## src/sv/bru_pkg.sv

```systemverilog
// Shared types, constants and helper functions of the bearing and range unit.
// Used by every module of the block; depends on nothing else.
`timescale 1ns / 1ps
`default_nettype none

package bru_pkg;

  localparam int COORD_W = 16;
  localparam int ANG_W = 16;
  localparam int DIST_W = 17;
  localparam int DIFF_W = 17;
  localparam int SQR_W = 34;
  localparam int XY_W = 36;
  localparam int Z_W = 32;
  localparam int SQ_W = 35;
  localparam int WRAP_W = 19;
  localparam int CMD_W = 2;

  localparam int DEF_CORDIC_STAGES = 16;
  localparam int ATAN_ENTRIES = 24;
  localparam int SQRT_STEPS = 17;

  localparam int PI_Q = 25736;
  localparam int TWO_PI_Q = 51472;
  localparam int PI_Q28 = 843314857;
  localparam int XY_SCALE_SHIFT = 16;
  localparam int Z_ROUND_HALF = 16384;
  localparam int Z_ROUND_SHIFT = 15;

  localparam logic [CMD_W-1:0] CMD_BEARING = 2'd0;
  localparam logic [CMD_W-1:0] CMD_DISTANCE = 2'd1;
  localparam logic [CMD_W-1:0] CMD_IMAGE = 2'd2;

  localparam int CFG_ADDR_W = 3;
  localparam int CFG_DATA_W = 32;
  localparam logic REG_IDX_MIRROR = 1'b0;

  typedef struct packed {
    logic [CMD_W-1:0]        cmd;
    logic signed [ANG_W-1:0] heading;
    logic signed [ANG_W-1:0] ang2;
    logic                    inv2;
    logic                    zero;
  } side_t;

  typedef struct packed {
    logic signed [XY_W-1:0] x;
    logic signed [XY_W-1:0] y;
    logic signed [Z_W-1:0]  z;
    logic [SQ_W-1:0]        n;
    logic [SQ_W-1:0]        r;
    side_t                  side;
  } cell_data_t;

  typedef struct packed {
    logic signed [ANG_W-1:0] angle;
    logic [DIST_W-1:0]       distance;
    logic                    inv;
  } result_t;

  function automatic logic signed [Z_W-1:0] atan_q28(input int idx);
    logic signed [Z_W-1:0] v;
    case (idx)
      0: v = 32'sd210828714;
      1: v = 32'sd124459457;
      2: v = 32'sd65760959;
      3: v = 32'sd33381290;
      4: v = 32'sd16755422;
      5: v = 32'sd8385879;
      6: v = 32'sd4193963;
      7: v = 32'sd2097109;
      8: v = 32'sd1048571;
      9: v = 32'sd524287;
      10: v = 32'sd262144;
      11: v = 32'sd131072;
      12: v = 32'sd65536;
      13: v = 32'sd32768;
      14: v = 32'sd16384;
      15: v = 32'sd8192;
      16: v = 32'sd4096;
      17: v = 32'sd2048;
      18: v = 32'sd1024;
      19: v = 32'sd512;
      20: v = 32'sd256;
      21: v = 32'sd128;
      22: v = 32'sd64;
      23: v = 32'sd32;
      default: v = '0;
    endcase
    return v;
  endfunction

  // One correction by a full turn brings a difference back toward [-pi, pi].
  function automatic logic signed [WRAP_W-1:0] wrap_angle(input logic signed [WRAP_W-1:0] d);
    logic signed [WRAP_W-1:0] w;
    if (d > WRAP_W'(PI_Q)) begin
      w = d - WRAP_W'(TWO_PI_Q);
    end else if (d < -WRAP_W'(PI_Q)) begin
      w = d + WRAP_W'(TWO_PI_Q);
    end else begin
      w = d;
    end
    return w;
  endfunction

endpackage

`default_nettype wire

```

## src/sv/bru_cell.sv

```systemverilog
// One cell of the chain: a CORDIC vectoring iteration and one square root digit (each
// only where STAGE is in its range), registered and handed to the next cell. Depends on bru_pkg.
`timescale 1ns / 1ps
`default_nettype none

module bru_cell #(
  parameter int STAGE = 0,
  parameter int CORDIC_STAGES = bru_pkg::DEF_CORDIC_STAGES
) (
  input  wire logic                clk,
  input  wire logic                rst_n,
  input  wire logic                en,
  input  wire logic                in_vld,
  input  wire bru_pkg::cell_data_t in_data,
  output logic                     out_vld,
  output bru_pkg::cell_data_t      out_data
);
  import bru_pkg::*;

  localparam bit DO_CORDIC = STAGE < CORDIC_STAGES;
  localparam bit DO_SQRT = STAGE < SQRT_STEPS;
  localparam int SQ_M = DO_SQRT ? (SQRT_STEPS - 1 - STAGE) : 0;
  localparam logic signed [Z_W-1:0] ATAN_K = atan_q28(STAGE);
  localparam logic [SQ_W-1:0] SQ_BIT = SQ_W'(1) << (2 * SQ_M);

  logic signed [XY_W-1:0] x, y, xs, ys;
  logic signed [Z_W-1:0]  z;
  logic [SQ_W-1:0]        trial;
  cell_data_t             data_nxt;
  logic                   vld_r;
  cell_data_t             data_r;

  always_comb begin
    x = in_data.x;
    y = in_data.y;
    z = in_data.z;
    xs = x >>> STAGE;
    ys = y >>> STAGE;
    trial = in_data.r + SQ_BIT;
    data_nxt = in_data;
    if (DO_CORDIC) begin
      if (y >= 0) begin
        data_nxt.x = x + ys;
        data_nxt.y = y - xs;
        data_nxt.z = z + ATAN_K;
      end else begin
        data_nxt.x = x - ys;
        data_nxt.y = y + xs;
        data_nxt.z = z - ATAN_K;
      end
    end
    if (DO_SQRT) begin
      if (in_data.n >= trial) begin
        data_nxt.n = in_data.n - trial;
        data_nxt.r = (in_data.r >> 1) + SQ_BIT;
      end else begin
        data_nxt.r = in_data.r >> 1;
      end
    end
  end

  always_ff @(posedge clk) begin
    if (!rst_n) begin
      vld_r <= 1'b0;
    end else if (en) begin
      vld_r <= in_vld;
    end
  end

  always_ff @(posedge clk) begin
    if (en) begin
      data_r <= data_nxt;
    end
  end

  assign out_vld = vld_r;
  assign out_data = data_r;

endmodule

`default_nettype wire

```

## config.mk

```make
export PLATFORM = sky130hd
export DESIGN_NAME = bru_cell
export DESIGN_NICKNAME = d
export VERILOG_FILES = /design/src/sv/bru_pkg.sv /design/src/sv/bru_cell.sv
export SDC_FILE = /design/constraint.sdc
export NUM_CORES = 1
export LEC_CHECK = 0
export ABC_AREA = 1
export CAP_MARGIN = 30
export CELL_PAD_IN_SITES_DETAIL_PLACEMENT = 1
export CELL_PAD_IN_SITES_GLOBAL_PLACEMENT = 2
export CORE_MARGIN = 8
export CORE_UTILIZATION = 32
export DETAILED_ROUTE_END_ITERATION = 8
export DONT_BUFFER_PORTS = 1
export HOLD_SLACK_MARGIN = 0.12
export PLACE_DENSITY = 0.88
export SYNTH_ARGS = -nofsm -noshare
export SYNTH_HDL_FRONTEND = slang
export SYNTH_SLANG_ARGS = --single-unit
```

## constraint.sdc

```tcl
create_clock -name clk -period 3 [get_ports clk]
set_clock_uncertainty 0.1 [all_clocks]
set_input_delay 0.6 -clock clk [delete_from_list [all_inputs] [get_ports clk]]
set_output_delay 0.6 -clock clk [all_outputs]
set_load 0.03 [all_outputs]
```

# == After elaboration in Yosys (flattened, before gate mapping) ==
# Index checks and enable logic that the tools add are counted.
# totals
reg_bits,211
word_cells,25
# classes
addsub,8
n_lt_le_gt_ge,2
n_mux,3
# ops
operator,n
104-bit 2-to-1 mux,1
36-bit subtractor,2
36-bit adder,1
36-bit by 1-bit greater-or-equal comparator with 1-bit output (second input constant),1
34-bit by 33-bit adder with 35-bit output (second input constant),1
35-bit by 33-bit adder with 35-bit output (second input constant),1
35-bit greater-or-equal comparator,1
35-bit 2-to-1 mux,1
35-bit subtractor,1
34-bit 2-to-1 mux,1
32-bit by 29-bit adder with 32-bit output (second input constant),1
32-bit by 29-bit subtractor with 32-bit output (second input constant),1

# == Logic depth before layout (Yosys ltp) ==
# logic_depth
depth_word,3
ltp_mapped,17
ltp_nobuf,17

# == Least setup slack after synthesis ==
# Ideal clock, no wire load.
# synth_path
path_kind,input-to-reg
start,input port in_data[173] (netlist bit)
end,register data_r (netlist bit out_data[130]) (data pin)
path_stages,12
setup_slack_ns,-0.075
t_required_ns,2.642
setup_ns,0.258
t_arrival_ns,2.717
n_path_buf,3
path_cell_list,inv_2 > buf_2 > buf_2 > buf_1 > ha_1 > a21oi_1 > a21boi_0 > o21ai_0 > nand2_1 > nand3_1 > o21ai_0 > nand2_1
# synth_rtl
item,line_no,source
"start, declared",bru_cell.sv:14,"input wire bru_pkg::cell_data_t in_data,"
"end signal, assigned",bru_cell.sv:72,data_r <= data_nxt;
"end, declared",bru_cell.sv:31,cell_data_t data_r;

==> impl_metrics.ini <==
[status]
outcome = completed

[finish]
syn_to_final_growth_pct = 17.5
post_route_design_area_um2 = 22300
fillers = 7455
sequential_cell_area_um2 = 6300
drive_above_1_share_pct = 6.19
nets = 3297
final_cell_mix = sky130_fd_sc_hd__nand2_1, sky130_fd_sc_hd__inv_1, sky130_fd_sc_hd__nor2_1
multi_input_comb_area_um2 = 10800
final_common_cell = sky130_fd_sc_hd__nand2_1

[placed_design]
preCtsSetupSlack_ns = -0.257
placedInstanceArea_um2 = 20400
buffer_ports.inserted = 0
post-dp-hpwl_um = 68700
place.gp.congestion = 0.954

[floorplan]
starting_utilization_of_the_core_area_pct = 32.3
die_area_um2 = 67400
ios = 425
row_count = 89
design.core.area_um2 = 58800
die_w_um = 260
die_y_um = 260

[critical_path]
crit_path_max_fanout = 9
critical_path_required_ns = 3.19
critPathKind = primary input to flip-flop
crit-reg2reg-launch = out_vld$_SDFFE_PN0P_
arrival_ns = 2.84
timing.rr.end = out_vld$_SDFFE_PN0P_
kind_of_start_point_of_the_critical_path = primary input
timing.reg2reg.worst_path_depth = 3
critical_path.endpoint_type = flip-flop
setup.reg_to_reg.worst_slack_ns = 1.45

[cts]
cts_num_sinks = 210
ctsHtreeMaxLevel = 1
root_buffer = sky130_fd_sc_hd__clkbuf_16
cts_inserted_buffers = 27
cts_max_path_buffers = 3
clkLatencyLatePin_ns = 0.57
tritoncts = built
clk_transition_reported_paths_ns = 0.06
post_cts_resize_count = 0

[route]
drt_drc_violations_left = 0
detail_route.iter0.violations = 1167
postRouteAntennaNets = 0
detail_route.first_pass.iterations = 5
vias = 19300
post_drt_via_cell_ratio = 5.19
average_routed_wire_per_standard_cell_um = 22.7
wirelength_um = 84300

[timing]
fmax_mhz = 377
hold_violations = 0
fin_tns_setup_ns = 0
rsz0062_at_grt = no
max_slew.worst_pin.slew_ns = 0.916
slew_viol_final = 0
period_minus_slack_ns = 2.65
worst_slew_margin_rel_pct = 38.9
post-route-period-util_pct = 88.3
layout_setup_ws_ns = 0.350
report.final.setup_viol = 0

[grt]
grt_usage_pct = 23.8
grt_overflow = 0
grt_pass1_wl_um = 125000
number_of_antenna_violations_at_the_first_check_in_global_routing = 3
grt_pass1_vias = 20700
grt_start_max_net_pins = 152

[synth]
syn_area_um2 = 19000
post_synthesis_sequential_area_ratio_pct = 33.2
synthArstFlopShare_pct = 0
synthFlopType = sky130_fd_sc_hd__edfxtp_1
synthesis.nets = 3128
synthesis.yosys.warnings = 0
syn_inst = 2755
post_synth_num_cell_types = 44
edff_count_synth = 209
avgSynthCellArea_um2 = 6.89
postSynthRegisterBits = 210

[power]
power.share.switching_pct = 39.3
share_comb_of_total_power_pct = 28.3
seqPwrFrac_pct = 41.9
power.ir.vdd_worst_v = 0.000411
static-leakage-power_uw = 0.0107
totalPowerFinal_uw = 11300
clock_power_share_pct = 29.8
internal_power_uw = 6840
p_switching_uw = 4430
cellPowerDensity_nw_per_um2 = 505

[worst_hold_path]
whs_path_depth = 2
min-delay-path-class = primary input to flip-flop
worst_hold_startpoint = in_data[76]
min_delay_worst_endpoint = out_data[76]$_DFFE_PP_

[job]
drv.max_cap_violation_count = 0
==> synth_stat cells, types with 2 or more instances <==
library cell / count / area (µm²)
sky130_fd_sc_hd__xnor2_1: 10 / 87.6
sky130_fd_sc_hd__buf_4: 4 / 30.0
sky130_fd_sc_hd__a21o_1: 14 / 105
sky130_fd_sc_hd__fa_1: 4 / 80.1
sky130_fd_sc_hd__nor2_1: 259 / 972
sky130_fd_sc_hd__xor2_4: 2 / 55.1
sky130_fd_sc_hd__buf_1: 6 / 22.5
sky130_fd_sc_hd__and2_1: 3 / 18.8
sky130_fd_sc_hd__or2_2: 7 / 43.8
sky130_fd_sc_hd__buf_6: 3 / 33.8
sky130_fd_sc_hd__a31oi_1: 6 / 37.5
sky130_fd_sc_hd__inv_2: 6 / 22.5
sky130_fd_sc_hd__o21a_1: 7 / 52.6
sky130_fd_sc_hd__edfxtp_1: 209 / 6280
sky130_fd_sc_hd__o21ai_0: 155 / 776
sky130_fd_sc_hd__xor2_1: 60 / 526
sky130_fd_sc_hd__a21boi_0: 6 / 45.0
sky130_fd_sc_hd__nand3b_1: 14 / 105
sky130_fd_sc_hd__nor3_2: 2 / 20.0
sky130_fd_sc_hd__o21bai_1: 27 / 203
sky130_fd_sc_hd__ha_1: 155 / 1940
sky130_fd_sc_hd__nor3_1: 23 / 115
sky130_fd_sc_hd__nor2_2: 5 / 31.3
sky130_fd_sc_hd__inv_1: 414 / 1550
sky130_fd_sc_hd__a21oi_1: 184 / 921
sky130_fd_sc_hd__clkbuf_1: 9 / 33.8
sky130_fd_sc_hd__o211ai_1: 3 / 22.5
sky130_fd_sc_hd__nand4_1: 13 / 81.3
sky130_fd_sc_hd__nand2_2: 7 / 43.8
sky130_fd_sc_hd__o21ai_2: 3 / 26.3
sky130_fd_sc_hd__o21ai_1: 7 / 35.0
sky130_fd_sc_hd__nor4_1: 6 / 37.5
sky130_fd_sc_hd__o22ai_1: 10 / 62.6
sky130_fd_sc_hd__buf_2: 37 / 185
sky130_fd_sc_hd__nor2_4: 4 / 45.0
sky130_fd_sc_hd__nand2_1: 851 / 3190
sky130_fd_sc_hd__nand3_1: 213 / 1070
==> metrics by stage <==
stage / hold slack [ns] / cells / util (%)
global placement: 0.579 / 3571 / 34.8
detailed placement: 0.599 / 3571 / 34.8
floorplan: 0.555 / 2755 / -
finish: 0.152 / 3715 / 37.9
CTS: 0.120 / 3714 / 37.9
global route: 0.136 / 3715 / 37.9
==> registers in the layout, summed over array words and instances, names as in the netlist <==
register  cells
out_data    209
out_vld       1
==> power groups by stage <==
stage	clock [µW]	sequential, µW	combinational [µW]
final	3350	4720	3190
after global routing	3530	4750	3540
after CTS	3460	4740	3170
after detailed placement	0	4790	3020
after global placement	0	4780	2940
after floorplan	0	4620	1990
==> metal layers <==
layer  vias up  share of wire [%]  GRT usage [%]
li1       9234                  -              -
met1      9332                 41           28.0
met2       577                 49           42.2
met3       140                6.3           4.79
met4         2                4.3           9.49
met5         -              0.015              0
==> cell families (layout without fill, tap and decap cells) <==
family	after synthesis	count (layout)	synth area share (%)
simple gates	1410	1410	30.6
xor+xnor	72	72	3.52
other cells	0	1	0
compound gates	424	424	12.1
flops	210	210	33.2
fa+ha+maj	159	159	10.6
buf+inv	480	666	9.94
==> final cells by class <==
type | instances | area share, %
clock inverter | 15 | 0.853
multi-input combinational | 2065 | 48.4
clock buffer | 31 | 3.10
inverter | 420 | 7.07
antenna | 1 | 0.0112
tap | 773 | 4.34
timing repair buffer | 200 | 7.95
sequential | 210 | 28.2
==> what timing repair did <==
action,in CTS,in global routing
endpoints found under the setup margin,0,0
endpoints found under the hold margin,157,0
hold buffers,97,0
setup buffers,0,0
==> worst max-delay path, cell delays in order <==
cell and delay (ns):
sky130_fd_sc_hd__inv_1 0.03, sky130_fd_sc_hd__ha_1 0.53, sky130_fd_sc_hd__nand2_1 0.18, sky130_fd_sc_hd__nor2_1 0.26, sky130_fd_sc_hd__nand2_1 0.15, sky130_fd_sc_hd__nor2_1 0.26, sky130_fd_sc_hd__nand3_1 0.14, sky130_fd_sc_hd__nor2_1 0.27
sky130_fd_sc_hd__nor2_1 0.13, sky130_fd_sc_hd__nand2_1 0.08, sky130_fd_sc_hd__nand2_1 0.06, sky130_fd_sc_hd__nand3_1 0.06, sky130_fd_sc_hd__nand2_1 0.09
==> worst max path at each step <==
stage,from,end,slack (ns),depth (start not counted)
after global placement,in_data[167],out_data[172]$_DFFE_PP_,-0.22,13
final,in_data[167],out_data[172]$_DFFE_PP_,0.35,13
after CTS,in_data[167],out_data[172]$_DFFE_PP_,0.32,13
after floorplan,in_data[173],out_data[130]$_DFFE_PP_,0.22,12
after global routing,in_data[167],out_data[172]$_DFFE_PP_,0.12,13
after detailed placement,in_data[167],out_data[172]$_DFFE_PP_,-0.26,13
(Power assumes the default switching activity.)
