==> src/sv/bru_pkg.sv <==
// Shared types, constants and helper functions of the bearing and range unit.
// Used by every module of the block; depends on nothing else.
`timescale 1ns / 1ps
`default_nettype none

package bru_pkg;

  localparam int COORD_W = 16;
  localparam int ANG_W = 16;
  localparam int DIST_W = 17;
  localparam int DIFF_W = 17;
  localparam int SQR_W = 34;
  localparam int XY_W = 36;
  localparam int Z_W = 32;
  localparam int SQ_W = 35;
  localparam int WRAP_W = 19;
  localparam int CMD_W = 2;

  localparam int DEF_CORDIC_STAGES = 16;
  localparam int ATAN_ENTRIES = 24;
  localparam int SQRT_STEPS = 17;

  localparam int PI_Q = 25736;
  localparam int TWO_PI_Q = 51472;
  localparam int PI_Q28 = 843314857;
  localparam int XY_SCALE_SHIFT = 16;
  localparam int Z_ROUND_HALF = 16384;
  localparam int Z_ROUND_SHIFT = 15;

  localparam logic [CMD_W-1:0] CMD_BEARING = 2'd0;
  localparam logic [CMD_W-1:0] CMD_DISTANCE = 2'd1;
  localparam logic [CMD_W-1:0] CMD_IMAGE = 2'd2;

  localparam int CFG_ADDR_W = 3;
  localparam int CFG_DATA_W = 32;
  localparam logic REG_IDX_MIRROR = 1'b0;

  typedef struct packed {
    logic [CMD_W-1:0]        cmd;
    logic signed [ANG_W-1:0] heading;
    logic signed [ANG_W-1:0] ang2;
    logic                    inv2;
    logic                    zero;
  } side_t;

  typedef struct packed {
    logic signed [XY_W-1:0] x;
    logic signed [XY_W-1:0] y;
    logic signed [Z_W-1:0]  z;
    logic [SQ_W-1:0]        n;
    logic [SQ_W-1:0]        r;
    side_t                  side;
  } cell_data_t;

  typedef struct packed {
    logic signed [ANG_W-1:0] angle;
    logic [DIST_W-1:0]       distance;
    logic                    inv;
  } result_t;

  function automatic logic signed [Z_W-1:0] atan_q28(input int idx);
    logic signed [Z_W-1:0] v;
    case (idx)
      0: v = 32'sd210828714;
      1: v = 32'sd124459457;
      2: v = 32'sd65760959;
      3: v = 32'sd33381290;
      4: v = 32'sd16755422;
      5: v = 32'sd8385879;
      6: v = 32'sd4193963;
      7: v = 32'sd2097109;
      8: v = 32'sd1048571;
      9: v = 32'sd524287;
      10: v = 32'sd262144;
      11: v = 32'sd131072;
      12: v = 32'sd65536;
      13: v = 32'sd32768;
      14: v = 32'sd16384;
      15: v = 32'sd8192;
      16: v = 32'sd4096;
      17: v = 32'sd2048;
      18: v = 32'sd1024;
      19: v = 32'sd512;
      20: v = 32'sd256;
      21: v = 32'sd128;
      22: v = 32'sd64;
      23: v = 32'sd32;
      default: v = '0;
    endcase
    return v;
  endfunction

  // One correction by a full turn brings a difference back toward [-pi, pi].
  function automatic logic signed [WRAP_W-1:0] wrap_angle(input logic signed [WRAP_W-1:0] d);
    logic signed [WRAP_W-1:0] w;
    if (d > WRAP_W'(PI_Q)) begin
      w = d - WRAP_W'(TWO_PI_Q);
    end else if (d < -WRAP_W'(PI_Q)) begin
      w = d + WRAP_W'(TWO_PI_Q);
    end else begin
      w = d;
    end
    return w;
  endfunction

endpackage

`default_nettype wire

==> src/sv/bru_front.sv <==
// Input stages of the bearing and range unit: differences, squares, sum,
// CORDIC half-plane setup and the image angle conversion.
// Depends on bru_pkg.
`timescale 1ns / 1ps
`default_nettype none

module bru_front (
  input  wire logic                                clk,
  input  wire logic                                rst_n,
  input  wire logic                                en,
  input  wire logic                                in_vld,
  input  wire logic [bru_pkg::CMD_W-1:0]           command,
  input  wire logic signed [bru_pkg::COORD_W-1:0]  ref_x,
  input  wire logic signed [bru_pkg::COORD_W-1:0]  ref_y,
  input  wire logic signed [bru_pkg::COORD_W-1:0]  point_x,
  input  wire logic signed [bru_pkg::COORD_W-1:0]  point_y,
  input  wire logic signed [bru_pkg::ANG_W-1:0]    heading,
  input  wire logic signed [bru_pkg::ANG_W-1:0]    mirror,
  output logic                                     out_vld,
  output bru_pkg::cell_data_t                      out_data
);
  import bru_pkg::*;

  logic signed [DIFF_W-1:0] dx_nxt, dy_nxt;
  logic                     inv_nxt;
  logic signed [DIFF_W-1:0] hd_neg;
  logic signed [WRAP_W-1:0] img_wrap;
  logic signed [ANG_W-1:0]  ang2_nxt;

  logic                     s1_vld_r;
  logic [CMD_W-1:0]         s1_cmd_r;
  logic signed [DIFF_W-1:0] s1_dx_r, s1_dy_r;
  logic signed [ANG_W-1:0]  s1_hd_r, s1_ang2_r;
  logic                     s1_inv2_r;

  logic signed [SQR_W-1:0]  dxx_nxt, dyy_nxt;
  logic signed [XY_W-1:0]   dxe, dye, x_nxt, y_nxt;
  logic signed [Z_W-1:0]    z_nxt;
  side_t                    side_nxt;

  logic                     s2_vld_r;
  logic [SQR_W-1:0]         s2_dxx_r, s2_dyy_r;
  logic signed [XY_W-1:0]   s2_x_r, s2_y_r;
  logic signed [Z_W-1:0]    s2_z_r;
  side_t                    s2_side_r;

  logic                     s3_vld_r;
  cell_data_t               s3_data_r, s3_data_nxt;

  always_comb begin
    dx_nxt = DIFF_W'(point_x) - DIFF_W'(ref_x);
    dy_nxt = DIFF_W'(point_y) - DIFF_W'(ref_y);
    inv_nxt = (heading > ANG_W'(PI_Q)) || (heading < -ANG_W'(PI_Q));
    hd_neg = (heading == ANG_W'(PI_Q)) ? DIFF_W'(PI_Q) : -DIFF_W'(heading);
    img_wrap = wrap_angle(WRAP_W'(hd_neg) + WRAP_W'(mirror));
    ang2_nxt = inv_nxt ? '0 : img_wrap[ANG_W-1:0];
  end

  always_comb begin
    dxx_nxt = SQR_W'(s1_dx_r) * SQR_W'(s1_dx_r);
    dyy_nxt = SQR_W'(s1_dy_r) * SQR_W'(s1_dy_r);
    dxe = XY_W'(s1_dx_r) <<< XY_SCALE_SHIFT;
    dye = XY_W'(s1_dy_r) <<< XY_SCALE_SHIFT;
    if (s1_dx_r < 0) begin
      x_nxt = -dxe;
      y_nxt = -dye;
      z_nxt = (s1_dy_r >= 0) ? Z_W'(PI_Q28) : -Z_W'(PI_Q28);
    end else begin
      x_nxt = dxe;
      y_nxt = dye;
      z_nxt = '0;
    end
    side_nxt.cmd = s1_cmd_r;
    side_nxt.heading = s1_hd_r;
    side_nxt.ang2 = s1_ang2_r;
    side_nxt.inv2 = s1_inv2_r;
    side_nxt.zero = (s1_dx_r == 0) && (s1_dy_r == 0);
  end

  always_comb begin
    s3_data_nxt.x = s2_x_r;
    s3_data_nxt.y = s2_y_r;
    s3_data_nxt.z = s2_z_r;
    s3_data_nxt.n = SQ_W'(s2_dxx_r) + SQ_W'(s2_dyy_r);
    s3_data_nxt.r = '0;
    s3_data_nxt.side = s2_side_r;
  end

  always_ff @(posedge clk) begin
    if (!rst_n) begin
      s1_vld_r <= 1'b0;
      s2_vld_r <= 1'b0;
      s3_vld_r <= 1'b0;
    end else if (en) begin
      s1_vld_r <= in_vld;
      s2_vld_r <= s1_vld_r;
      s3_vld_r <= s2_vld_r;
    end
  end

  always_ff @(posedge clk) begin
    if (en) begin
      s1_cmd_r <= command;
      s1_dx_r <= dx_nxt;
      s1_dy_r <= dy_nxt;
      s1_hd_r <= heading;
      s1_ang2_r <= ang2_nxt;
      s1_inv2_r <= inv_nxt;
      s2_dxx_r <= dxx_nxt;
      s2_dyy_r <= dyy_nxt;
      s2_x_r <= x_nxt;
      s2_y_r <= y_nxt;
      s2_z_r <= z_nxt;
      s2_side_r <= side_nxt;
      s3_data_r <= s3_data_nxt;
    end
  end

  assign out_vld = s3_vld_r;
  assign out_data = s3_data_r;

endmodule

`default_nettype wire

==> config.mk <==
export PLATFORM = sky130hd
export DESIGN_NAME = bru_front
export DESIGN_NICKNAME = d
export VERILOG_FILES = /design/src/sv/bru_pkg.sv /design/src/sv/bru_front.sv
export SDC_FILE = /design/constraint.sdc
export NUM_CORES = 2
export LEC_CHECK = 0
export ABC_AREA = 0
export CORE_ASPECT_RATIO = 0.8
export CORE_UTILIZATION = 35
export CTS_CLUSTER_DIAMETER = 120
export DETAILED_ROUTE_END_ITERATION = 7
export DONT_BUFFER_PORTS = 1
export SLEW_MARGIN = 20
export SYNTH_ARGS = -nofsm -noshare
export SYNTH_HDL_FRONTEND = slang
export SYNTH_SLANG_ARGS = --single-unit
==> constraint.sdc <==
create_clock -name clk -period 6.6 [get_ports clk]
set_input_delay 0.66 -clock clk [delete_from_list [all_inputs] [get_ports clk]]
set_output_delay 0.66 -clock clk [all_outputs]
set_load 0.03 [all_outputs]
== Yosys cells after proc, flatten, opt, wreduce, memory -nomap -nowiden ==
Cells that the tools add are included.
Word-level totals
  flip-flop bits (word level): 455
  latch bits: 0
  bits in writable memories: 0
  ROM bits: 0
  input port bits: 102
  word-level logic and storage cells: 58
  memories kept: 0
Cells by class
  add/subtract/negate cells: 9
  multiply operators: 2
  div/mod/pow operators: 0
  order comparisons: 6
  eq/ne operators: 1
  shifts and indexed selects: 0
  mux-type cells: 6
  bitwise operators: 0
  reduce and logical (&&, ||, !) cells: 4
Operators by type and width (number)
  2-to-1 mux 36 bit: 2
  negation 33 -> 36 bit: 2
  multiplier 17 x 17 -> 34 bit: 2
  zero test 32 bit: 2
  adder 34 x 34 -> 35 bit: 1
  subtractor 16 x 16 -> 17 bit: 2
  2-to-1 mux 16 bit: 2
  2-to-1 mux 32 bit: 1
  adder 17 x 16 -> 18 bit: 1
  greater-than comparator 18 x 16 -> 1 bit, second input constant: 1
  < comparator 18 x 16 -> 1 bit, second input constant: 1
  greater-or-equal comparator 17 x 1 -> 1 bit, second input constant: 1
  < comparator 17 x 1 -> 1 bit, second input constant: 1
  2-to-1 mux 17 bit: 1
  negation 16 -> 17 bit: 1
  adder 16 x 15 -> 16 bit, second input constant: 1
  equality test 16 bit, second input constant: 1
  greater-than comparator 16 bit, second input constant: 1
  < comparator 16 bit, second input constant: 1
  subtractor 16 x 15 -> 16 bit, second input constant: 1
  logical AND 1 bit: 1
  logical OR 1 bit: 1

== Longest topological paths before layout ==
  depth in word-level cells: 6
  mapped depth: 28

== Worst setup path before layout ==
OpenSTA, ideal clock, no wires.
  path kind: register -> register
  from: register s1_dy_r[16]
  to: register s2_dyy_r[33], data pin
  library setup time: 0.260 ns
  arrival time: 7.049 ns
  data required time: 6.340 ns
  slack: -0.709 ns
  cell stages (with the launch flop): 27
  buffers on the path: 3
  period minus slack after synthesis: 7.309 ns
  cell sequence: edfxtp_1 clkbuf_1 inv_1 clkbuf_1 buf_1 nor2_1 fa_1 inv_1 fa_1 inv_1 fa_1 fa_1 fa_1 inv_1 fa_1 inv_1 ha_1 a21oi_1 o211ai_1 a221oi_1 o221ai_1 o41ai_2 o31ai_1 or4_1 a31o_1 a21oi_1 xnor2_1
On the way
  longest elaborated chain between the ends: 1
RTL lines
  start, declared: line bru_front.sv:32  | logic signed [DIFF_W-1:0] s1_dx_r, s1_dy_r;
  start signal, assigned: line bru_front.sv:105  | s1_dy_r <= dy_nxt;
  multiplier 17 x 17 -> 34 bit: line bru_front.sv:61  | dyy_nxt = SQR_W'(s1_dy_r) * SQR_W'(s1_dy_r);
  via dyy_nxt[33]: line bru_front.sv:36  | logic signed [SQR_W-1:0] dxx_nxt, dyy_nxt;
  end signal, assigned: line bru_front.sv:110  | s2_dyy_r <= dyy_nxt;
  end, declared: line bru_front.sv:42  | logic [SQR_W-1:0] s2_dxx_r, s2_dyy_r;
The timed path passes the listed nets, and every way through them passes these cells.
A chain may end at the register's enable or synchronous reset.

== Worst setup path in the final report ==
  from: register s1_dy_r[6]
  to: register s2_dyy_r[30], data pin
Same word-level chain as after synthesis.

==> flow_metrics.py <==
metrics = {
    "clock_network": {
        "clock_sinks": 329,
        "cts.htree.levels": 2,
        "cts.path.max_buffers": 3,
        "cts_root_buf": "clkbuf_16",
        "insertion_delay_ns": 0.60,
        "cts_tree": "done",
        "cts_buffers": 39,
        "path_clk_slew_ns": 0.06,
    },
    "global_route": {
        "antenna_found_initial": 6,
        "grt_pass1_wl_um": 129000,
        "grt_start_max_net_pins": 330,
        "grtUsageTotal": 0.156,
        "grt_pass1_vias": 24200,
        "grt_overflow": 0,
    },
    "finish": {
        "drive_gt1_frac": 0.147,
        "area_delta_synth_final_pct": 15.3,
        "fin_cells": 5090,
        "diodes": 0,
        "final_common_cell": "inv_1",
        "most-common-layout-cells": "inv_1 (752), fa_1 (528), edfxtp_1 (326)",
        "fin_nets": 4639,
    },
    "timing": {
        "tightestPinTransition_ns": 0.975,
        "setup_viol": 1,
        "drv_slew": 0,
        "fin_crit_sh": 1.01,
        "rsz0062_at_grt": "true",
        "hold_viol_final": 0,
        "clock.fmax_mhz": 151,
        "fin_ws_ns": -0.0414,
        "fin_skew_ns": 0.0331,
        "min_period_ns": 6.64,
        "hold_slack_ns": 0.181,
        "slew_headroom": 0.350,
    },
    "synth": {
        "synth_cell_type_count": 87,
        "synth-edff-count": 326,
        "synth_seq_cells": 329,
        "synth_area_um2": 36200,
        "async_flop_share": 0,
        "yosys_warnings": 0,
        "postSynthAreaPerCell_um2": 10.4,
        "syn_inst": 3464,
        "yosysSeqAreaShare": 0.272,
        "synth_flop_cell": "edfxtp_1",
    },
    "critical_path": {
        "crit_slowest_cell": "or4_4",
        "critPathBufInv": 7,
        "crit_chain": "buf_6 > buf_6 > buf_6 > and2_4 > fa_1 > inv_2 > fa_1 > inv_1 > ha_2 > fa_1 > inv_1 > fa_1 > fa_1 > inv_2 > ha_4 > or4_4 > o221ai_4 > o211ai_2 > a221o_1 > a41o_1 > o41a_1 > a21o_2 > a211oi_2 > nor2_1",
        "critPathArrivalTime_ns": 6.97,
        "path_common_cell": "fa_1",
        "end_kind": "flip-flop",
        "crit_start": "s1_dy_r[6]",
        "critical-path-max-stage-delay_ns": 0.56,
        "crit_path_start_kind": "flip-flop",
        "crit_required_ns": 6.93,
        "crit_type": "flip-flop to flip-flop",
        "critical_path.max_fanout": 5,
        "crit_family": "adder cells",
        "r2r_start": "s1_dy_r[6]",
    },
    "placed_design": {
        "dp.cells": 4957,
        "dp_hpwl_um": 65100,
        "gp_congestion": 0.892,
        "port_buffers": 0,
        "pre_cts_ws_ns": -0.308,
    },
    "route": {
        "wire_per_inst_um": 15.9,
        "wl_um": 80800,
        "drt_iter0_markers": 1300,
        "viasPerCell": 4.69,
        "route.detailed.drc": 2,
        "ant_nets": 0,
        "via_count": 23900,
        "drt-pass1-iter-count": 7,
    },
    "hold_path": {
        "hold_class": "primary input to flip-flop",
        "min_from": "command[1]",
    },
    "job": {
        "maxCapViolCount": 0,
    },
    "die": {
        "pin_count": 313,
        "initial_core_util": 0.353,
        "coreArea_um2": 102000,
        "die_w_um": 361,
        "die-area_um2": 105000,
        "rows": 105,
        "die_height_um": 290,
    },
    "outcome": {
        "violations": "design-rule violations, negative setup slack",
        "outcome": "finished, violations left",
    },
}
registers in the layout, indices dropped and copies added, names as in the netlist, 2 cells and up:
| register | cells |
|---|---|
| s1_cmd_r | 2 |
| s2_y_r | 19 |
| s2_dxx_r | 33 |
| out_data | 114 |
| s1_dx_r | 17 |
| s1_hd_r | 16 |
| s2_dyy_r | 33 |
| s2_z_r | 3 |
| s1_dy_r | 17 |
| s2_x_r | 19 |
| s2_side_r | 36 |
| s1_ang2_r | 16 |
cell usage after synthesis (7+ instances only):
cell / instances / area share
a41o_1: 9 / 0.0025
or3_1: 12 / 0.0021
o21bai_1: 13 / 0.0027
clkbuf_1: 72 / 0.0075
o2111ai_1: 7 / 0.0017
nand4_1: 7 / 0.0012
a211oi_1: 17 / 0.0035
a21oi_1: 92 / 0.013
nor4_1: 8 / 0.0014
nor2_1: 226 / 0.023
or4_1: 10 / 0.0021
o21ai_0: 68 / 0.0094
xor2_1: 45 / 0.011
a21o_1: 38 / 0.0079
edfxtp_1: 326 / 0.27
nand2_1: 243 / 0.025
ha_1: 276 / 0.095
mux2i_1: 10 / 0.0028
o41ai_1: 11 / 0.0027
nor2b_1: 29 / 0.0050
nand2b_1: 22 / 0.0038
nor3_1: 41 / 0.0057
o21a_1: 29 / 0.0060
xnor2_1: 149 / 0.036
fa_1: 537 / 0.30
and2_1: 89 / 0.015
buf_1: 7 / 0.00073
buf_4: 96 / 0.020
o31ai_1: 11 / 0.0023
nand3_1: 42 / 0.0058
a21boi_0: 7 / 0.0015
inv_1: 776 / 0.081
or2_2: 9 / 0.0016
a31oi_1: 15 / 0.0026
layout make-up:
type	instances	area [um^2]
clock buffer	43	1010
multi-input combinational	2246	23200
clock inverter	27	317
inverter	780	2940
tap	1337	1670
sequential	329	9850
timing repair buffer	328	2730
fill	9966	60800
cells by family (layout without fill, tap and decap cells):
logic type	after synthesis	after routing	synth area share
buffers and inverters	958	1178	0.110
AOI/OAI and AO/OA	399	399	0.0778
other	1	70	0.000104
adders and majority gates	813	813	0.393
xor gates and xnor gates	194	194	0.0470
muxes	11	11	0.00308
DFF	329	329	0.272
and+or+nand+nor	759	759	0.0975
worst register-to-register path, stage by stage (launching register included):
cell      delay (ns)
edfxtp_1        0.40
buf_6           0.16
buf_6           0.12
buf_6           0.11
and2_4          0.14
fa_1            0.54
inv_2           0.04
fa_1            0.52
inv_1           0.04
ha_2            0.17
fa_1            0.47
inv_1           0.05
fa_1            0.45
fa_1            0.54
inv_2           0.05
ha_4            0.16
or4_4           0.56
o221ai_4        0.23
o211ai_2        0.15
a221o_1         0.41
a41o_1          0.22
o41a_1          0.36
a21o_2          0.24
a211oi_2        0.21
nor2_1          0.07
routing by layer:
| layer | track usage | wire, um | up-vias |
|---|---|---|---|
| met2 | 0.247 | 36500 | 513 |
| met1 | 0.218 | 37000 | 11900 |
| li1 | - | - | 11400 |
| met3 | 0.0417 | 6090 | 83 |
| met4 | 0.0284 | 1220 | 2 |
| met5 | 0 | 17 | - |
per-stage QoR:
stage / util / TNS, ns / cell area [um^2]
final: 0.407 / -0.0414 / 41700
after global placement: 0.383 / -0.591 / 39300
after detailed placement: 0.383 / -1.16 / 39300
after CTS: 0.400 / -0.0644 / 41000
after floorplan: - / -0.0128 / 36700
after global routing: 0.407 / -0.767 / 41700
final timing paths:
check,to,cells past startpoint,slack (ns)
setup / recovery,s2_dyy_r[30],24,-0.04
hold / removal,s1_cmd_r[1],0,0.18
setup reg to reg,s2_dyy_r[30],24,-0.04
hold reg to reg,s2_side_r[12],0,0.41
timing repair:
item                       in CTS  in global routing
setup endpoints to repair       9                 11
pin swaps                      40                 68
buffers inserted               25                 39
hold buffers                    0                  0
hold endpoints to repair        0                  0
gates resized for setup        45                116
Power is left out: the tool's default activity adds up to more than one toggle a clock period on the data nets, which glitch-free logic cannot reach.
