===== src/sv/bru_pkg.sv =====
// Shared types, constants and helper functions of the bearing and range unit.
// Used by every module of the block; depends on nothing else.
`timescale 1ns / 1ps
`default_nettype none

package bru_pkg;

  localparam int COORD_W = 16;
  localparam int ANG_W = 16;
  localparam int DIST_W = 17;
  localparam int DIFF_W = 17;
  localparam int SQR_W = 34;
  localparam int XY_W = 36;
  localparam int Z_W = 32;
  localparam int SQ_W = 35;
  localparam int WRAP_W = 19;
  localparam int CMD_W = 2;

  localparam int DEF_CORDIC_STAGES = 16;
  localparam int ATAN_ENTRIES = 24;
  localparam int SQRT_STEPS = 17;

  localparam int PI_Q = 25736;
  localparam int TWO_PI_Q = 51472;
  localparam int PI_Q28 = 843314857;
  localparam int XY_SCALE_SHIFT = 16;
  localparam int Z_ROUND_HALF = 16384;
  localparam int Z_ROUND_SHIFT = 15;

  localparam logic [CMD_W-1:0] CMD_BEARING = 2'd0;
  localparam logic [CMD_W-1:0] CMD_DISTANCE = 2'd1;
  localparam logic [CMD_W-1:0] CMD_IMAGE = 2'd2;

  localparam int CFG_ADDR_W = 3;
  localparam int CFG_DATA_W = 32;
  localparam logic REG_IDX_MIRROR = 1'b0;

  typedef struct packed {
    logic [CMD_W-1:0]        cmd;
    logic signed [ANG_W-1:0] heading;
    logic signed [ANG_W-1:0] ang2;
    logic                    inv2;
    logic                    zero;
  } side_t;

  typedef struct packed {
    logic signed [XY_W-1:0] x;
    logic signed [XY_W-1:0] y;
    logic signed [Z_W-1:0]  z;
    logic [SQ_W-1:0]        n;
    logic [SQ_W-1:0]        r;
    side_t                  side;
  } cell_data_t;

  typedef struct packed {
    logic signed [ANG_W-1:0] angle;
    logic [DIST_W-1:0]       distance;
    logic                    inv;
  } result_t;

  function automatic logic signed [Z_W-1:0] atan_q28(input int idx);
    logic signed [Z_W-1:0] v;
    case (idx)
      0: v = 32'sd210828714;
      1: v = 32'sd124459457;
      2: v = 32'sd65760959;
      3: v = 32'sd33381290;
      4: v = 32'sd16755422;
      5: v = 32'sd8385879;
      6: v = 32'sd4193963;
      7: v = 32'sd2097109;
      8: v = 32'sd1048571;
      9: v = 32'sd524287;
      10: v = 32'sd262144;
      11: v = 32'sd131072;
      12: v = 32'sd65536;
      13: v = 32'sd32768;
      14: v = 32'sd16384;
      15: v = 32'sd8192;
      16: v = 32'sd4096;
      17: v = 32'sd2048;
      18: v = 32'sd1024;
      19: v = 32'sd512;
      20: v = 32'sd256;
      21: v = 32'sd128;
      22: v = 32'sd64;
      23: v = 32'sd32;
      default: v = '0;
    endcase
    return v;
  endfunction

  // One correction by a full turn brings a difference back toward [-pi, pi].
  function automatic logic signed [WRAP_W-1:0] wrap_angle(input logic signed [WRAP_W-1:0] d);
    logic signed [WRAP_W-1:0] w;
    if (d > WRAP_W'(PI_Q)) begin
      w = d - WRAP_W'(TWO_PI_Q);
    end else if (d < -WRAP_W'(PI_Q)) begin
      w = d + WRAP_W'(TWO_PI_Q);
    end else begin
      w = d;
    end
    return w;
  endfunction

endpackage

`default_nettype wire


===== src/sv/bru_back.sv =====
// Output stages: rounds the CORDIC angle, rounds the root, applies the
// heading difference and selects the result fields. Depends on bru_pkg.
`timescale 1ns / 1ps
`default_nettype none

module bru_back (
  input  wire logic                clk,
  input  wire logic                rst_n,
  input  wire logic                en,
  input  wire logic                in_vld,
  input  wire bru_pkg::cell_data_t in_data,
  output logic                     out_vld,
  output bru_pkg::result_t         out_res
);
  import bru_pkg::*;

  localparam int ZR_W = Z_W + 1;

  logic signed [ZR_W-1:0]   z_round;
  logic signed [WRAP_W-1:0] z_q13;
  logic signed [ANG_W-1:0]  angle_nxt;
  logic [DIST_W-1:0]        dist_nxt;

  logic                     b1_vld_r;
  logic signed [ANG_W-1:0]  b1_angle_r;
  logic [DIST_W-1:0]        b1_dist_r;
  side_t                    b1_side_r;

  logic signed [WRAP_W-1:0] ae, ge, a_abs, g_abs, s1, s2, d, dw;
  logic                     a_neg, g_neg;

  always_comb begin
    z_round = (ZR_W'(in_data.z) + ZR_W'(Z_ROUND_HALF)) >>> Z_ROUND_SHIFT;
    z_q13 = z_round[WRAP_W-1:0];
    if (in_data.side.zero) begin
      angle_nxt = '0;
    end else if (z_q13 > WRAP_W'(PI_Q)) begin
      angle_nxt = ANG_W'(PI_Q);
    end else if (z_q13 < -WRAP_W'(PI_Q)) begin
      angle_nxt = -ANG_W'(PI_Q);
    end else begin
      angle_nxt = z_q13[ANG_W-1:0];
    end
    dist_nxt = in_data.r[DIST_W-1:0] + DIST_W'(in_data.n > in_data.r);
  end

  always_ff @(posedge clk) begin
    if (!rst_n) begin
      b1_vld_r <= 1'b0;
    end else if (en) begin
      b1_vld_r <= in_vld;
    end
  end

  always_ff @(posedge clk) begin
    if (en) begin
      b1_angle_r <= angle_nxt;
      b1_dist_r <= dist_nxt;
      b1_side_r <= in_data.side;
    end
  end

  always_comb begin
    ae = WRAP_W'(b1_angle_r);
    ge = WRAP_W'(b1_side_r.heading);
    a_neg = b1_angle_r[ANG_W-1];
    g_neg = b1_side_r.heading[ANG_W-1];
    a_abs = a_neg ? -ae : ae;
    g_abs = g_neg ? -ge : ge;
    s1 = a_abs + g_abs;
    s2 = WRAP_W'(TWO_PI_Q) - s1;
    if (a_neg == g_neg) begin
      d = ae - ge;
    end else if (s1 < s2) begin
      d = g_neg ? s1 : -s1;
    end else begin
      d = g_neg ? -s2 : s2;
    end
    dw = wrap_angle(d);

    out_res = '0;
    case (b1_side_r.cmd)
      CMD_BEARING: begin
        out_res.angle = dw[ANG_W-1:0];
      end
      CMD_DISTANCE: begin
        out_res.distance = b1_dist_r;
      end
      CMD_IMAGE: begin
        out_res.angle = b1_side_r.ang2;
        out_res.inv = b1_side_r.inv2;
      end
      default: begin
        out_res = '0;
      end
    endcase
  end

  assign out_vld = b1_vld_r;

endmodule

`default_nettype wire


===== config.mk =====
export PLATFORM = sky130hd
export DESIGN_NAME = bru_back
export DESIGN_NICKNAME = d
export VERILOG_FILES = /design/src/sv/bru_pkg.sv /design/src/sv/bru_back.sv
export SDC_FILE = /design/constraint.sdc
export NUM_CORES = 1
export LEC_CHECK = 0
export BUFFER_PORTS_ARGS = -buffer_cell sky130_fd_sc_hd__clkbuf_2
export CAP_MARGIN = 20
export CORE_UTILIZATION = 38
export CTS_BUF_LIST = sky130_fd_sc_hd__clkbuf_8
export CTS_CLUSTER_DIAMETER = 200
export DETAILED_ROUTE_END_ITERATION = 16
export PLACE_DENSITY_LB_ADDON = 0.25
export RECOVER_POWER = 25
export SETUP_SLACK_MARGIN = 0.5
export SLEW_MARGIN = 20
export SYNTH_ARGS = -nofsm -noshare
export SYNTH_HDL_FRONTEND = slang
export SYNTH_SLANG_ARGS = --single-unit

===== constraint.sdc =====
create_clock -name clk -period 7.3 [get_ports clk]
set_input_delay 0 -clock clk [delete_from_list [all_inputs] [get_ports clk]]
set_output_delay 0 -clock clk [all_outputs]
set_load 0.03 [all_outputs]

Word-level counts from Yosys, hierarchy flattened
Index checks and enable logic that the tools add are counted.

storage, ports and cells
  logic and storage cells = 45
  register bits = 69
  output and inout port bits = 35

operators by class
  add/subtract/negate cells = 11
  equality and inequality tests = 3
  reduce and logical (&&, ||, !) cells = 3
  multiplexer cells = 13
  magnitude comparators = 6

operator list
  cell                      count
  $mux W19                  6
  $mux W16                  3
  $neg A16 Y19              2
  $neg A19 Y19              2
  $gt A35 B35 Y1            1
  $add A32 B16 Y33 const B  1
  $pmux W16 S2              1
  $add A19 B19 Y19          1
  $gt A19 B16 Y1 const B    1
  $lt A19 B16 Y1 const B    1
  $lt A19 B19 Y1            1
  $sub A17 B19 Y19 const A  1
  $gt A18 B16 Y1 const B    1
  $lt A18 B16 Y1 const B    1
  $add A17 B1 Y17           1
  $mux W17                  1
  $sub A16 B16 Y17          1
  $add A16 B15 Y16 const B  1
  $sub A16 B15 Y16 const B  1
  $mux W15                  1
  $reduce_or A3 Y1          1
  $eq A2 B1 Y1 const B      1
  $eq A2 B2 Y1 const B      1
  $logic_not A2 Y1          1
  3 further kinds           3

Longest topological paths before layout
Gate-level depths: netlist (run 1).

  depth in word-level cells = 12
  gate-level depth with buffers = 33

Least setup slack after synthesis (run 1)
OpenSTA, ideal clock, no wires.

  path type = reg2out
  start = reg b1_side_r[33] (netlist name)
  end = out out_res[26] (netlist name)
  required time = 7300 ps
  stages on the path, launching flop included = 33
  setup slack = -1154 ps
  path buffers = 6
  arrival time = 8454 ps
  path through = edfxtp_1 -> clkbuf_1 -> clkbuf_1 -> clkbuf_1 -> clkbuf_1 -> o21ai_0 -> xnor2_1 -> ha_1 -> clkbuf_1 -> a21oi_1 -> and4b_1 -> a32o_1 -> nor4_1 -> a21oi_1 -> nor2_1 -> o21ai_0 -> o21ai_0 -> o21ai_0 -> ha_1 -> inv_1 -> nand4_1 -> a311o_1 -> o221ai_4 -> nor2_4 -> o311a_1 -> o21ba_1 -> a311oi_1 -> o311a_2 -> o22ai_4 -> buf_6 -> o22ai_1 -> nor3_1 -> a2111oi_0

RTL lines
  what                    line            RTL
  start, declared         bru_back.sv:27  side_t b1_side_r;
  start signal, assigned  bru_back.sv:59  b1_side_r <= in_data.side;
  end, declared           bru_back.sv:13  output bru_pkg::result_t out_res

==> results of run 1 <==
cells in the mapped netlist, drive strengths merged, types with 8 or more instances:
cell type and n:
o31ai 17, a211oi 11, o22ai 8, xnor2 89
a311oi 9, nor4 12, o21ai 71, and2 30
nor2b 12, a21o 20, or2 8, edfxtp 68
nand4 18, nand2 91, a21oi 78, mux2i 9
nand2b 18, o21a 11, nor3 33, and3 15
inv 87, o211ai 16, clkbuf 34, or3 10
nand3b 8, nand3 36, xor2 19, nor2 97
ha 85, a31oi 14
worst reg2reg max path, cell delays in order, from the launching register on:
cell and delay, ns:
sky130_fd_sc_hd__dfxtp_1 0.34, sky130_fd_sc_hd__mux2i_1 0.07, sky130_fd_sc_hd__nor2b_1 0.21, sky130_fd_sc_hd__dlygate4sd3_1 0.56
sequential cells by signal, summed over array words and instances (netlist names):
name,flops
b1_side_r,35
b1_angle_r,16
b1_dist_r,17
out_vld,1
report_power, final:
group	internal, mW	total (mW)	switching, mW
Sequential	0.476	0.503	0.0277
Combinational	1.60	3.51	1.91
Clock	0.137	0.280	0.143
cell families after synthesis:
logic type	Yosys count	share of synthesized area [%]
buf+inv	128	5.36
xor+xnor	108	10.3
flops	69	22.4
fa+ha+maj	87	12.0
other cells	1	0.0407
simple gates	403	22.0
compound gates	342	26.8
mux	10	1.10
through the flow:
step	setup WS, ns	power [mW]	TNS (ns)
2_1_floorplan	0.471	2.39	0
3_3_place_gp	0.190	3.07	0
3_5_place_dp	0.0783	3.10	0
4_1_cts	0.195	3.81	0
5_1_grt	-0.161	4.59	-0.844
6_report	0.0837	4.29	0
area by class of cell:
| class | instances | area [sq um] | area share (%) |
|---|---|---|---|
| timing repair buffer | 343 | 2410 | 18.6 |
| tap | 319 | 399 | 3.07 |
| sequential | 69 | 2060 | 15.9 |
| inverter | 87 | 329 | 2.53 |
| clock inverter | 5 | 21.3 | 0.164 |
| multi-input combinational | 955 | 7600 | 58.6 |
| clock buffer | 11 | 151 | 1.17 |
metal layers:
layer | GRT usage [%] | routed length (microns) | share of wire, % | vias to the layer above
met1 | 27.9 | 12300 | 43 | 4653
met4 | 9.48 | 893 | 3.1 | 0
met2 | 39.9 | 14300 | 50 | 292
met5 | 0 | 0 | 0 | -
met3 | 2.98 | 1340 | 4.7 | 59
li1 | - | - | - | 4911
repair_timing:
item / CTS / global route
buffers inserted: 38 / 25
hold buffers: 48 / 0
gates cloned: 1 / 0
resized for setup: 99 / 95
hold endpoints to repair: 48 / 0
setup endpoints to repair: 12 / 12
pin swaps: 38 / 64
final timing paths:
check	start	end	depth (start not counted)
min	in_data[38]	b1_dist_r[2]$_DFFE_PP_	2
min reg2reg	out_vld$_SDFFE_PN0P_	out_vld$_SDFFE_PN0P_	3
max reg2reg	out_vld$_SDFFE_PN0P_	out_vld$_SDFFE_PN0P_	3
max	b1_angle_r[5]$_SDFFCE_PP0P_	out_res[33]	29
==> summary.md, run 1 <==
Entering global routing, the biggest net connects 70 pins. The finished cells cover 13,000 sq um. Portion of synthesized cell area occupied by the leading cell type: 22.1%.

The pre-antenna-repair detailed-routing pass consisted of 5 iterations. The fraction of synthesis flops using an asynchronous set or reset pin works out to 0%. Startpoint-to-endpoint class of the critical path: reg2out. For the largest clock skew in the final design, the log shows 0 ns.

The critical path endpoint category was an output port. The first global-routing pass estimated 45,300 microns of wire. Timing would allow up to 0.139 GHz. The number of placement rows came out at 56. The tools report the number of global-route vias before repair as 9,500.

The tools report the count of pins over their slew limit as 70. The critical path's slowest cell is sky130_fd_sc_hd__edfxtp_1. The tightest min-delay check is of the in2reg type. The count of antenna diodes in the layout was 0.

The netlist uses 90 different library cells. The core region is 23,600 sq um. The run gives 0 as the final-report hold violation count.

The top fanout value on the critical path works out to 8. HPWL after detailed placement: 21,300 microns. The library cells used most frequently in the layout, excluding fill and tap cells, are 148 x sky130_fd_sc_hd__clkbuf_2, 122 x sky130_fd_sc_hd__buf_4, 88 x sky130_fd_sc_hd__nor2_1, 85 x sky130_fd_sc_hd__nand2_1, 83 x sky130_fd_sc_hd__inv_1.

Across all hold checks on the routed design, the worst slack comes to 0.0236 ns. Once the floorplan was initialized, standard cells occupied 39.1% of the core. The synthesized design contains 68 enable-type register cells.

The remaining design rule violation count is 0. The later pin in the worst-skew pair is clocked with a latency of 0.35 ns. Fill cells in the final layout number 2,212. Data on the critical path arrives at its endpoint at 7.22 ns. The final setup violation count is 0. The synthesized netlist occupies a cell area of 9220 sq um. The tools report the total of warnings raised by yosys as 0. Once layout is complete, the utilization of the core stands at 55.0%.

TritonCTS built the clock tree. At the pin with the least slew margin, the transition time is 3.68 ns. The tools report the CTS root buffer as sky130_fd_sc_hd__clkbuf_8. In this run, placement finished with an instance count of 1,661.

Across all register-to-register paths, the minimum setup slack is 6.07 ns. The total wirelength of the detailed-routed design is 28,900 microns. In the post-synthesis netlist, the biggest area contributors are sky130_fd_sc_hd__edfxtp_1 22%, sky130_fd_sc_hd__ha_1 12%, sky130_fd_sc_hd__xnor2_1 8.4%, sky130_fd_sc_hd__a21oi_1 4.2%, sky130_fd_sc_hd__nor2_1 3.9%. After detailed placement, the total cell area comes to 11,000 sq um.

sky130_fd_sc_hd__edfxtp_1 takes more of the synthesized area than any other cell. After technology mapping, the gate count stands at 1,148. In this run the static leakage power is 5.48 nW.

For this design, the sink count on the clock tree is 69. For this run, the total global-route usage over all layers was measured as 22.8%. For the deepest level of the CTS H-tree, the log shows 3. The count of antenna-violating nets left after detailed routing is 0, and the number of max-capacitance violations reported is 1. After detailed routing, the average wire length per cell comes to 16.1 microns. The checks that failed: capacitance limit, slew limit.

The library cell used most frequently in the layout, excluding fill and tap cells, is sky130_fd_sc_hd__clkbuf_2. The run finished, with violations left. The clock passes through at most 2 buffers. Input and output buffers added on the ports amount to 162.

Summing over every cut layer, the via total after detailed routing is 9,915. The detailed router finished its first iteration with 653 violations. Each instance of the synthesized netlist takes up on average 8.03 sq um.

For this design the ratio of total power to cell area is 331 nW/um^2. From left edge to right edge, the die measures 158 microns. After clock tree synthesis, the clock-pin slew on the worst setup and hold paths is 0.07 ns.

Grouping stages by cell kind, the critical path spends the most delay in compound AO/OA/AOI/OAI gates. The ratio of final minimum period to clock period is 98.9%. Setup repair after global routing could not meet its margin everywhere. The worst setup path is launched from a flip-flop. In this run the count of I/O pins placed on the die edge is 249. The share of synthesized area occupied by flip-flops and latches was 22.4%; the height of the chip was 158 microns. The run gives 1,789 as the number of non-filler instances in the completed layout. The largest single stage delay on the critical path is 0.43 ns. In this run, CTS created clock tree buffers numbering 9. The tools report the initial antenna violation count as 0. The floorplan step defined a die boundary enclosing 24,900 sq um.

For this run, the leading register cell type out of synthesis is sky130_fd_sc_hd__edfxtp_1. Data on the critical path is required at its endpoint by 7.30 ns. The tools report the relative max-transition margin as -145%. The worst path buffer plus inverter count was 3.

From synthesis to final layout, the design area changed by 40.8%. The total overflow left after global routing is 0. Counting I/O delays and the setup requirement, the final critical path takes 7.22 ns. Using the TritonRoute via totals, the vias-per-cell ratio works out to 5.54. Routability-driven placement finished with a final weighted congestion of 0.934. The fraction of final layout cells sized beyond drive strength 1 is 31.6%, and the register bit total from synthesis is 69.

The peak ir drop on the vdd network was 0.000175 V; the final-stage net count was 1,766.
Note: power is estimated with default switching activity, not from simulation.
==> run 2, diff against run 1 <==
- CORE_ASPECT_RATIO: unset -> 0.9
==> summary.md, run 2 (synthesis gave the netlist of run 1 again) <==
The number of clock buffers added by TritonCTS is 9. Clock tree synthesis selected as its root buffer the cell sky130_fd_sc_hd__clkbuf_8. The top fanout value on the critical path was 6; the transition time at the pin with the least slew margin was 3.73 ns.

The logs give 583 for the DRC violation total after the first TritonRoute iteration and 21,400 microns for the HPWL after detailed placement. Of the cells placed in the final design, the portion with a size suffix greater than 1 is 27.7%. After floorplanning, the core was divided into 53 placement rows.

The run gives 0 as the final-report hold violation count. The worst-case IR drop observed on VDD is 0.000152 V. The final reports fail on DRC, capacitance limit, slew limit. The logs give 7.27 ns for the endpoint arrival time on the critical path and 52.5% for the utilization after layout. Input and output buffers added on the ports amount to 162. Data on the critical path is required at its endpoint by 7.30 ns. Detail-routed net length per standard cell: 15.8 microns. Number of non-filler instances in the completed layout: 1,745.

The multi-input combinational cells in the finished layout cover a total of 7290 sq um. CTS built an H-tree with a depth of 3. Total wirelength of the detailed-routed design: 27,500 microns.

Once placement completed, the tool counted placed cells totaling 1,651. The library cell used most frequently in the layout, excluding fill and tap cells, is sky130_fd_sc_hd__clkbuf_2. In this run the power density over the cells is 309 nW/um^2. The worst pin sits at a relative slew slack of -149%. The clock arrives with 0 ns of skew. Before antenna repair, the detailed router went through 11 iterations. The pin count of the biggest net entering global routing was 70; the clock network latency to the later pin of the worst-skew pair was 0.36 ns. After filler insertion, the fill cell instance count of the layout stands at 2,265.

Class of the most critical hold timing path: in2reg. Setup repair after global routing could not meet its margin everywhere. In the final layout, the registers with the most flip-flops are b1_side_r: 35 flops, b1_dist_r: 17 flops, b1_angle_r: 16 flops.

The initial core utilization is 39.1%, and the initial antenna violation count is 0. The clock transition time at the flip-flop clock pins of the worst setup and hold paths was 0.07 ns. The flip-flop count of the largest register after layout was 35; the placeable core region was 23,600 sq um.

The number of global-route vias before repair is 9,206, and the remaining design rule violation count is 1. At the end of routability-driven placement, the weighted congestion stood at 0.904. The die area is 24,900 sq um. The worst setup path is launched from a flip-flop. Across the whole layout, storage elements account for 2060 sq um. The area added between synthesis and finish came out at 34.3%.

The top cell types in the final layout, fill and taps aside, are 150 x sky130_fd_sc_hd__clkbuf_2, 103 x sky130_fd_sc_hd__buf_4, 90 x sky130_fd_sc_hd__nor2_1, 88 x sky130_fd_sc_hd__nand2_1, 84 x sky130_fd_sc_hd__xnor2_1. For this design, the sink count on the clock tree is 69. In the final design database the tool counted 1,741 nets.

The worst stage delay on the critical path was 0.40 ns. The register with the most flip-flops in the final layout is b1_side_r. Setup violations remaining at the end of the flow were counted as 0.

The die is 166 microns wide. During I/O placement, the number of pins put on the boundary was 249. The tools report the number of max-capacitance violations reported as 1. TritonCTS built the clock tree. For the overall routing resource usage, the log shows 22.0%. The global-route wire length before repair is 44,500 microns. The clock passes through at most 2 buffers. The count of pins over their slew limit was 70; the time the final worst path needs with I/O delays and setup was 7.27 ns. The die is 150 microns tall.

The slowest stage of the critical path is the sky130_fd_sc_hd__edfxtp_1 cell. Using the TritonRoute via totals, the vias-per-cell ratio works out to 5.54. The run finished, with violations left. After layout, the worst path uses 99.6% of the clock period. The maximum clock frequency came out at 0.138 GHz.

Summing over every cut layer, the via total after detailed routing is 9,660. The number of antenna diodes in the final layout is 0. Critical path endpoint category: an output port. For this design the static power due to leakage is 5.27 nW. The remaining global-route overflow was 0.

Once detail routing completed, the nets flagged for antenna violations numbered 0. By startpoint and endpoint, the worst setup path is classified as reg2out.
## run 2: cell types whose count changed in the layout (fill, tap and decap cells not counted), moves of 3 or more
| cell | change |
|---|---|
| sky130_fd_sc_hd__a21oi_4 | -3 |
| sky130_fd_sc_hd__and3_4 | -3 |
| sky130_fd_sc_hd__buf_4 | -19 |
| sky130_fd_sc_hd__xnor2_2 | -3 |
| sky130_fd_sc_hd__nor2_4 | -3 |
| sky130_fd_sc_hd__xnor2_1 | +3 |
| sky130_fd_sc_hd__and3_1 | +4 |
| sky130_fd_sc_hd__clkbuf_8 | -5 |
| sky130_fd_sc_hd__nand2_1 | +3 |
| sky130_fd_sc_hd__a21oi_1 | +3 |
| sky130_fd_sc_hd__buf_6 | -8 |
## run 2: timing repair
item,in CTS,in global routing
buffers inserted,18,11
pin swaps,37,41
cloned,1,0
hold endpoints to repair,49,0
hold buffers,50,0
setup endpoints to repair,12,12
gates resized for setup,73,47
## run 2: worst paths after layout
path	from	end	slack, ns	cells past startpoint
worst min register to register	out_vld$_SDFFE_PN0P_	out_vld$_SDFFE_PN0P_	1.09	3
worst max register to register	out_vld$_SDFFE_PN0P_	out_vld$_SDFFE_PN0P_	6.07	3
worst max-delay path	b1_angle_r[5]$_SDFFCE_PP0P_	out_res[33]	0.03	34
worst min-delay path	in_data[42]	b1_dist_r[6]$_DFFE_PP_	0.03	2
## run 2: final cells by class
type	instances	area share, %
clock inverter	5	0.172
inverter	87	2.66
multi-input combinational	955	58.9
timing repair buffer	318	17.6
tap	302	3.05
clock buffer	9	1.00
sequential	69	16.7
## run 2: routing by layer
layer	up-vias	wire length, microns	global-route usage (%)
met5	-	0	0
met4	0	672	7.69
met3	39	1300	2.94
met2	260	12700	37.3
met1	4507	12800	28.9
li1	4854	-	-
## run 2: power breakdown
group / leakage (nW) / total (mW) / switching [mW] / internal [mW]
logic: 4.52 / 3.07 / 1.72 / 1.35
registers: 0.671 / 0.502 / 0.0269 / 0.476
clock network: 0.0810 / 0.254 / 0.140 / 0.115
## run 2: worst max-delay path, delay by kind of cell, from the launching register on
kind / cells / cell delay, ns
buffers and inverters: 7 / 1.10
AO/OA/AOI/OAI: 14 / 2.87
AND/OR/NAND/NOR: 10 / 1.88
flip-flops: 1 / 0.40
XOR/XNOR: 1 / 0.08
adder cells (fa/ha/maj): 2 / 0.56
## run 2: through the flow
step / setup WS [ns] / hold WS [ns] / TNS (ns) / instance area, sq um / power (mW)
after floorplan: 0.471 / 0.0989 / 0 / 9400 / 2.39
after global placement: 0.166 / 0.178 / 0 / 11000 / 3.11
after detailed placement: 0.0136 / 0.179 / 0 / 11000 / 3.15
after CTS: 0.0595 / 0.0130 / 0 / 12100 / 3.65
after global routing: -0.308 / 0.0225 / -2.59 / 12400 / 4.13
final: 0.0313 / 0.0281 / 0 / 12400 / 3.83
